`config.mk`:
```
export PLATFORM = sky130hd
export DESIGN_NAME = trial_division_prime_test_core
export DESIGN_NICKNAME = d
export VERILOG_FILES = /design/src/design/tdpt_pkg.sv /design/src/design/tdpt_dp.sv /design/src/design/tdpt_ctrl.sv /design/src/design/trial_division_prime_test_core.sv
export SDC_FILE = /design/constraint.sdc
export NUM_CORES = 1
export LEC_CHECK = 0
export BUFFER_PORTS_ARGS = -buffer_cell sky130_fd_sc_hd__buf_2
export CORE_ASPECT_RATIO = 1.5
export CORE_MARGIN = 3
export CORE_UTILIZATION = 35
export DETAILED_ROUTE_END_ITERATION = 8
export SLEW_MARGIN = 20
export SYNTH_ARGS = -nofsm -noshare
export SYNTH_HDL_FRONTEND = slang
export SYNTH_SLANG_ARGS = --single-unit
```
`constraint.sdc`:
```
create_clock -name i_clk -period 4.7 [get_ports i_clk]
set_input_delay 0.705 -clock i_clk [delete_from_list [all_inputs] [get_ports i_clk]]
set_output_delay 0.705 -clock i_clk [all_outputs]
set_load 0.005 [all_outputs]
```
`src/design/tdpt_pkg.sv`:
```
// ----------------------------------------------------------------------------
// tdpt_pkg
// Shared constants and controller/datapath interface types for the
// trial-division prime test core.
// ----------------------------------------------------------------------------
package tdpt_pkg;

    // default candidate width
    localparam int VALUE_WIDTH_DEF = 32;

    // first trial divisor and its square (3 and 5 go through the same loop)
    localparam int FIRST_DIVISOR = 3;
    localparam int FIRST_SQUARE  = 9;

    // wheel steps and the square increments that go with them
    localparam int STEP_SHORT    = 2;
    localparam int STEP_LONG     = 4;
    localparam int SQ_ADD_SHORT  = 4;   // (d+2)^2 - d^2 = 4d + 4
    localparam int SQ_ADD_LONG   = 16;  // (d+4)^2 - d^2 = 8d + 16

    // commands from the controller to the datapath
    typedef struct packed {
        logic load;       // capture a new candidate, reset divisor
        logic div_start;  // clear remainder, point at the top bit
        logic div_step;   // one restoring division bit
        logic advance;    // move to the next wheel divisor
    } t_cmd;

    // status from the datapath to the controller
    typedef struct packed {
        logic neg;        // candidate is negative
        logic below_two;  // magnitude below two
        logic two;        // magnitude is exactly two
        logic even;       // low bit clear
        logic bound_over; // divisor squared exceeds the candidate
        logic div_last;   // current division bit is the last one
        logic rem_zero;   // remainder is zero
    } t_status;

endpackage

```
`src/design/tdpt_dp.sv`:
```
// ----------------------------------------------------------------------------
// tdpt_dp
// Datapath: candidate register, wheel divisor with its running square,
// and a one-bit-per-cycle restoring remainder unit.
// ----------------------------------------------------------------------------
module tdpt_dp #(
    parameter int VALUE_WIDTH = tdpt_pkg::VALUE_WIDTH_DEF
) (
    input  logic                    i_clk,
    input  logic [VALUE_WIDTH-1:0]  i_candidate,
    input  tdpt_pkg::t_cmd          i_cmd,
    output tdpt_pkg::t_status       o_status
);

    // magnitude width, divisor width, square width, bit index width
    localparam int VW = VALUE_WIDTH - 1;
    localparam int DW = (VALUE_WIDTH + 1) / 2 + 1;
    localparam int SW = 2 * DW;
    localparam int CW = $clog2(VW);

    logic [VW-1:0] r_value;
    logic          r_neg;
    logic [DW-1:0] r_div,  n_div;
    logic [SW-1:0] r_sq,   n_sq;
    logic          r_step_four, n_step_four;
    logic [DW-1:0] r_rem,  n_rem;
    logic [CW-1:0] r_bit;

    logic [DW:0]   w_shift;
    logic [DW:0]   w_diff;
    logic [SW-1:0] w_sq_inc;

    // restoring division bit: shift in the next candidate bit, subtract if it fits
    always_comb begin
        w_shift = {r_rem, r_value[r_bit]};
        w_diff  = w_shift - {1'b0, r_div};
        if (w_shift >= {1'b0, r_div}) begin
            n_rem = w_diff[DW-1:0];
        end else begin
            n_rem = w_shift[DW-1:0];
        end
    end

    // next wheel divisor and its square, no multiplier needed
    always_comb begin
        if (r_step_four) begin
            w_sq_inc = SW'({r_div, 3'b000}) + SW'(tdpt_pkg::SQ_ADD_LONG);
            n_div    = r_div + DW'(tdpt_pkg::STEP_LONG);
        end else begin
            w_sq_inc = SW'({r_div, 2'b00}) + SW'(tdpt_pkg::SQ_ADD_SHORT);
            n_div    = r_div + DW'(tdpt_pkg::STEP_SHORT);
        end
        n_sq        = r_sq + w_sq_inc;
        // steps go 3->5->7 by two, then alternate four and two
        n_step_four = !r_step_four && (r_div != DW'(tdpt_pkg::FIRST_DIVISOR));
    end

    // datapath registers
    always_ff @(posedge i_clk) begin
        if (i_cmd.load) begin
            r_value     <= i_candidate[VW-1:0];
            r_neg       <= i_candidate[VALUE_WIDTH-1];
            r_div       <= DW'(tdpt_pkg::FIRST_DIVISOR);
            r_sq        <= SW'(tdpt_pkg::FIRST_SQUARE);
            r_step_four <= 1'b0;
        end else if (i_cmd.advance) begin
            r_div       <= n_div;
            r_sq        <= n_sq;
            r_step_four <= n_step_four;
        end
        if (i_cmd.div_start) begin
            r_rem <= '0;
            r_bit <= CW'(VW - 1);
        end else if (i_cmd.div_step) begin
            r_rem <= n_rem;
            r_bit <= r_bit - CW'(1);
        end
    end

    // status back to the controller
    always_comb begin
        o_status.neg        = r_neg;
        o_status.below_two  = (r_value < VW'(2));
        o_status.two        = (r_value == VW'(2));
        o_status.even       = !r_value[0];
        o_status.bound_over = (r_sq > SW'(r_value));
        o_status.div_last   = (r_bit == '0);
        o_status.rem_zero   = (r_rem == '0);
    end

endmodule

```
`src/design/tdpt_ctrl.sv`:
```
// ----------------------------------------------------------------------------
// tdpt_ctrl
// Controller: sequences classification, the bound check, the bit-serial
// remainder and the divisor advance, and issues the result strobe.
// ----------------------------------------------------------------------------
module tdpt_ctrl (
    input  logic               i_clk,
    input  logic               i_rst_n,
    input  logic               start,
    output logic               busy,
    input  tdpt_pkg::t_status  i_status,
    output tdpt_pkg::t_cmd     o_cmd,
    output logic               o_valid,
    output logic               o_is_prime
);

    typedef enum logic [2:0] {
        S_IDLE,
        S_CLASSIFY,
        S_CHECK,
        S_DIVIDE,
        S_EVAL
    } t_state;

    t_state r_state, n_state;
    logic   r_valid, n_valid;
    logic   r_is_prime, n_is_prime;

    // next state, commands and result
    always_comb begin
        n_state    = r_state;
        n_valid    = 1'b0;
        n_is_prime = r_is_prime;
        o_cmd      = '0;
        unique case (r_state)
            S_IDLE: begin
                if (start) begin
                    o_cmd.load = 1'b1;
                    n_state    = S_CLASSIFY;
                end
            end
            S_CLASSIFY: begin
                if (i_status.neg || i_status.below_two) begin
                    n_valid    = 1'b1;
                    n_is_prime = 1'b0;
                    n_state    = S_IDLE;
                end else if (i_status.two) begin
                    n_valid    = 1'b1;
                    n_is_prime = 1'b1;
                    n_state    = S_IDLE;
                end else if (i_status.even) begin
                    n_valid    = 1'b1;
                    n_is_prime = 1'b0;
                    n_state    = S_IDLE;
                end else begin
                    n_state = S_CHECK;
                end
            end
            S_CHECK: begin
                if (i_status.bound_over) begin
                    n_valid    = 1'b1;
                    n_is_prime = 1'b1;
                    n_state    = S_IDLE;
                end else begin
                    o_cmd.div_start = 1'b1;
                    n_state         = S_DIVIDE;
                end
            end
            S_DIVIDE: begin
                o_cmd.div_step = 1'b1;
                if (i_status.div_last) begin
                    n_state = S_EVAL;
                end
            end
            S_EVAL: begin
                if (i_status.rem_zero) begin
                    n_valid    = 1'b1;
                    n_is_prime = 1'b0;
                    n_state    = S_IDLE;
                end else begin
                    o_cmd.advance = 1'b1;
                    n_state       = S_CHECK;
                end
            end
            default: begin
                n_state = S_IDLE;
            end
        endcase
    end

    // state and registered outputs
    always_ff @(posedge i_clk) begin
        if (!i_rst_n) begin
            r_state    <= S_IDLE;
            r_valid    <= 1'b0;
            r_is_prime <= 1'b0;
        end else begin
            r_state    <= n_state;
            r_valid    <= n_valid;
            r_is_prime <= n_is_prime;
        end
    end

    assign busy       = (r_state != S_IDLE);
    assign o_valid    = r_valid;
    assign o_is_prime = r_is_prime;

endmodule

```
`src/design/trial_division_prime_test_core.sv`:
```
// Negative, small or even candidates are settled by classification alone; any other
// candidate runs the bound check and a bit-serial remainder for each divisor tried.
// The remainder unit resolves one candidate bit per cycle while a division runs.
// One request at a time; the result strobe lasts one cycle and cannot be stalled.
// Synchronous active-low reset returns the controller to idle with no strobe.
// ----------------------------------------------------------------------------
// trial_division_prime_test_core
// Primality test by trial division over a 6k +- 1 wheel: controller and
// datapath joined by command and status structs.
// ----------------------------------------------------------------------------
module trial_division_prime_test_core #(
    parameter int VALUE_WIDTH = tdpt_pkg::VALUE_WIDTH_DEF
) (
    input  logic                   i_clk,
    input  logic                   i_rst_n,
    input  logic                   start,
    output logic                   busy,
    input  logic [VALUE_WIDTH-1:0] i_candidate,
    output logic                   o_valid,
    output logic                   o_is_prime
);

    tdpt_pkg::t_cmd    w_cmd;
    tdpt_pkg::t_status w_status;

    // sequencing
    tdpt_ctrl u_ctrl (
        .i_clk      (i_clk),
        .i_rst_n    (i_rst_n),
        .start      (start),
        .busy       (busy),
        .i_status   (w_status),
        .o_cmd      (w_cmd),
        .o_valid    (o_valid),
        .o_is_prime (o_is_prime)
    );

    // arithmetic
    tdpt_dp #(
        .VALUE_WIDTH (VALUE_WIDTH)
    ) u_dp (
        .i_clk       (i_clk),
        .i_candidate (i_candidate),
        .i_cmd       (w_cmd),
        .o_status    (w_status)
    );

endmodule
```
# After elaboration in Yosys (flattened, before gate mapping)
# Cells that the tools add are included.
# op_classes
n_reduce_logical	10
muxes	32
n_eq_ne	11
add_sub_neg	7
order_cmp	4
# ops
cell	n
34-bit adder	1
34-bit by 31-bit > comparator with 1-bit output	1
17-bit two-way mux	2
34-bit two-way mux	1
31-bit by 2-bit == test with 1-bit output (second input constant)	1
31-bit by 2-bit less-than comparator with 1-bit output (second input constant)	1
20-bit by 5-bit adder with 21-bit output (second input constant)	1
19-bit by 3-bit adder with 20-bit output (second input constant)	1
18-bit by 17-bit greater-or-equal comparator with 1-bit output	1
1-bit two-way mux	18
17-bit by 2-bit adder with 17-bit output (second input constant)	1
17-bit by 3-bit adder with 17-bit output (second input constant)	1
17-bit logical NOT	1
17-bit by 2-bit inequality test with 1-bit output (second input constant)	1
17-bit subtractor	1
3-bit case mux with 5 select lines	1
3-bit two-way mux	4
3-bit by 2-bit == test with 1-bit output (second input constant)	2
5-bit by 6-bit less-than comparator with 1-bit output (second input constant)	1
2-bit two-way mux	3
2-bit by 1-bit inequality test with 1-bit output (second input constant)	3
1-bit case mux with 3 select lines	2
3-bit nonzero test	2
1-bit binary-select mux with 5-bit select	1
12 further kinds	12
# totals
out_inout_bits	3
wordCells	74
reg_bits	111

# Logic depth before layout (Yosys ltp)
# depth
word_depth	4
ltp_mapped	19
depth_no_buf	18

# Modules after synthesis
# Synthesis repeated with hierarchy kept, for this count alone.
# hier_totals
cells_unflattened	917
area_unflattened_um2	7697.4
# modules_own_cells
mod	n_inst	area_per_inst_um2	cells_each
tdpt_dp	1	7353.3	879
tdpt_ctrl	1	344.1	38

# Worst setup path before layout
# OpenSTA, ideal clock, no wires.
# synth_path
path_type	register -> register
startpoint	register u_dp.r_div[8]
endpoint	register u_dp.r_sq[23]
path_buffers	2
arrival_time_ns	3.563
setup_slack_ns	0.960
path_stages_with_launch	20
path_cell_list	dfxtp_1 -> clkbuf_1 -> and3_1 -> nand2_1 -> nor2_1 -> nand3_1 -> or3_1 -> a21oi_1 -> nor2_1 -> ha_1 -> a21o_1 -> a21o_1 -> a21o_1 -> a21oi_1 -> nor2_1 -> a22o_1 -> a21oi_2 -> buf_4 -> xor2_1 -> nor2_1
# synth_via
elab_chain_len	3
word_cells_on_any_way	4
classes_between	add/sub: 3; mux: 1
# synth_lines
element	line_no	text
start, declared	tdpt_dp.sv:23	logic [DW-1:0] r_div, n_div;
start signal, assigned	tdpt_dp.sv:63	r_div <= DW'(tdpt_pkg::FIRST_DIVISOR);
start signal, assigned	tdpt_dp.sv:67	r_div <= n_div;
20-bit by 5-bit adder with 21-bit output / 19-bit by 3-bit adder with 20-bit output (equally long branches)	tdpt_dp.sv:47, tdpt_dp.sv:50	
34-bit two-way mux (*)	tdpt_dp.sv:46	if (r_step_four) begin
34-bit adder (*)	tdpt_dp.sv:53	n_sq = r_sq + w_sq_inc;
end signal, assigned	tdpt_dp.sv:64	r_sq <= SW'(tdpt_pkg::FIRST_SQUARE);
end signal, assigned	tdpt_dp.sv:68	r_sq <= n_sq;
end, declared	tdpt_dp.sv:24	logic [SW-1:0] r_sq, n_sq;
# Every way passes the cells marked *; elsewhere a longest branch is shown, timed or not.
# A chain may end at the register's enable or synchronous reset.

# Worst setup path after layout
# layout_path
startpoint	register u_dp.r_div[7]
endpoint	register u_dp.r_sq[27]
# The elaborated chain is that of the path after synthesis.

==> results.sh <==
export IMPL_wl_mm=19.94
export IMPL_critPathMaxStageDelay_ps=540
export IMPL_fin_nets=1061
export IMPL_final_cell_mix="98 x nand2_1, 85 x nor2_1, 80 x a21oi_1"
export IMPL_synth_edff_count=32
export IMPL_crit_path_top_delay_cell="dfxtp_1"
export IMPL_vdd_ir_drop_worst_mv=0.3402
export IMPL_placed_cell_area_um2=8279
export IMPL_critical_path_startpoint_type="flip-flop"
export IMPL_crit_chain="and3_1 -> nand2_1 -> nor2_1 -> nand3_1 -> or3_1 -> a21oi_1 -> nor2_1 -> ha_1 -> a21o_1 -> a21o_1 -> a21o_1 -> a21oi_1 -> nor2_1 -> a22o_1 -> a21oi_2 -> or3_1 -> a21oi_1"
export IMPL_wl_per_cell_um=16.19
export IMPL_numCtsBuffers=9
export IMPL_cellLeakagePower_nw=3.481
export IMPL_syn_inst=945
export IMPL_dp_cells=1216
export IMPL_min_period_ps=4214
export IMPL_antenna_found_initial=0
export IMPL_critPathMaxFanout=11
export IMPL_r2r_slack_ps=490
export IMPL_required_ps=4940
export IMPL_postSynth_asyncResetShare_pct=0
export IMPL_dieArea_um2=24410
export IMPL_avgSynthCellArea_um2=8.348
export IMPL_htree_levels=3
export IMPL_fin_ws_ps=485.7
export IMPL_grt_pass1_vias=6730
export IMPL_netlist_area_leader_share_pct=19.03
export IMPL_core_area_um2=21970
export IMPL_clk_pin_slew_ps=80
export IMPL_clockRootBuffer="clkbuf_16"
export IMPL_synth_fp_nets=1051
export IMPL_chipHeight_um=189.9
export IMPL_drc_errors=0
export IMPL_area_growth_pct=8.644
export IMPL_final_cells=1232
export IMPL_hold_ws_ps=481.6
export IMPL_num_antenna_cells=0
export IMPL_dp_hpwl_mm=15.37
export IMPL_cp_arrival_ps=4460
export IMPL_io_buffers=37
export IMPL_hold_violations=0
export IMPL_drtPass1Iterations=6
export IMPL_die_x_um=128.6
export IMPL_rows=66
export IMPL_finalSetupTns_ps=0
export IMPL_finClkSkew_ps=16.19
export IMPL_grt_overflow=0
export IMPL_ys_seq_elements=107
export IMPL_place_gp_congestion=0.8711
export IMPL_rsz0062_at_grt="false"
export IMPL_totalPowerFinal_mw=3.738
export IMPL_cts_resized=0
export IMPL_finish_utilization_pct=39.02
export IMPL_setup_viol=0
export IMPL_io_pins=38
export IMPL_synthTopCellsByArea="dfxtp_1 19%, edfxtp_1 12%, ha_1 11%, a21oi_1 5.1%, nand2_1 4.7%"
export IMPL_critPathCaptureType="flip-flop"
export IMPL_clock_sinks=107
export IMPL_ys_warn_count=0
export IMPL_worstSetupPathType="flip-flop to flip-flop"
export IMPL_cts_setup_buffers=0
export IMPL_status="completed"
export IMPL_vias=6791
export IMPL_yosysSeqAreaShare_pct=31.21
export IMPL_drive_above_1_share_pct=10.21
export IMPL_maxSlewHeadroom_pct=35.72
export IMPL_grt_pass1_wl_mm=33.24
export IMPL_netlist_area_um2=7889
export IMPL_synth_flop_cell="dfxtp_1"
export IMPL_p_per_area_nw_per_um2=436.1
export IMPL_fin_crit_sh_pct=89.67
export IMPL_final_area_um2=8571
export IMPL_clock_latency_ps=360
export IMPL_tightest_slew_ps=955.4
export IMPL_ant_nets=0
export IMPL_grt_usage_pct=16.74
export IMPL_clk_path_buf_depth=2
export IMPL_cts_tree="done"
export IMPL_hp_class="flip-flop to flip-flop"
export IMPL_cap_violations=0
export IMPL_cts_hold_buffers=0
export IMPL_synth_distinct_cells=84
export IMPL_finalMaxSlewViolations=0
export IMPL_vias_per_cell=5.512
export IMPL_yosysTopAreaCell="dfxtp_1"
export IMPL_fmax_mhz=237.3
export IMPL_mostFrequentLayoutCell="nand2_1"
export IMPL_start_util_pct=35.91
export IMPL_place_ws_ps=506.7
export IMPL_drt_iter0_drc=382
export IMPL_grt_max_degree=53
## state kept, by name, indices dropped and copies added, names as in the netlist
signal             cells
u_dp.r_sq             31
u_dp.r_value          31
u_dp.r_rem            17
u_dp.r_div            16
u_dp.r_bit             5
u_ctrl.r_state         3
u_ctrl.o_is_prime      1
u_ctrl.o_valid         1
u_dp.r_neg             1
u_dp.r_step_four       1
## layer usage
metal,up-vias,share of wire (%),track usage [%]
li1,3434,-,-
met1,3221,42,19.70
met2,103,53,30.69
met3,33,2.2,2.107
met5,-,0,0
met4,0,2.7,6.103
## power breakdown
group,internal (mW),switching [mW],leakage [nW],total [mW]
clock,0.376,0.388,0.143,0.764
sequential,1.06,0.159,0.916,1.22
combinational,0.774,0.981,2.42,1.75
## layout make-up
type                    count  area, µm²
clock inverters             6      62.56
inverters                  58      217.7
multi-input cells         730       4971
well taps                 272      340.3
repair buffers             49      287.8
clock buffers              10      229.0
fillers                  2291      13400
flip-flops and latches    107       2462
## worst paths after layout
path / to / cells past startpoint / startpoint
worst max-delay path: u_dp.r_sq[27] / 17 / u_dp.r_div[7]
worst min-delay path: u_dp.r_sq[6] / 2 / u_dp.r_sq[6]
worst max register to register: u_dp.r_sq[27] / 17 / u_dp.r_div[7]
worst min register to register: u_dp.r_sq[6] / 2 / u_dp.r_sq[6]
## cell usage after synthesis (all sizes together), types with 4 or more instances
cell,instances
a211o,4
a211oi,18
a21o,27
a21oi,82
a22oi,4
a31oi,4
and2,6
and3,12
buf,12
clkbuf,38
dfxtp,75
edfxtp,32
ha,69
inv,57
mux2i,21
nand2,99
nand2b,10
nand3,27
nand4,20
nor2,85
nor2b,8
nor3,30
nor3b,6
nor4,14
o2111ai,4
o211ai,9
o21a,5
o21ai,50
o21bai,5
o22ai,4
o31ai,6
or3,19
xnor2,31
xor2,15
## critical path: cells and delay by family, from the launching register on
| family | cells | cell delay (ps) |
|---|---|---|
| flops | 1 | 540 |
| fa+ha+maj | 1 | 340 |
| simple gates | 8 | 1710 |
| compound gates | 8 | 1500 |
## cells by family after synthesis
logic type               synth area share, %
adder cells (fa/ha/maj)                11.45
XOR/XNOR                               5.107
flip-flops                             31.21
AND/OR/NAND/NOR                        21.36
multiplexers                           3.759
buffers and inverters                  6.106
AO/OA/AOI/OAI                          21.00
(Power assumes the default switching activity.)
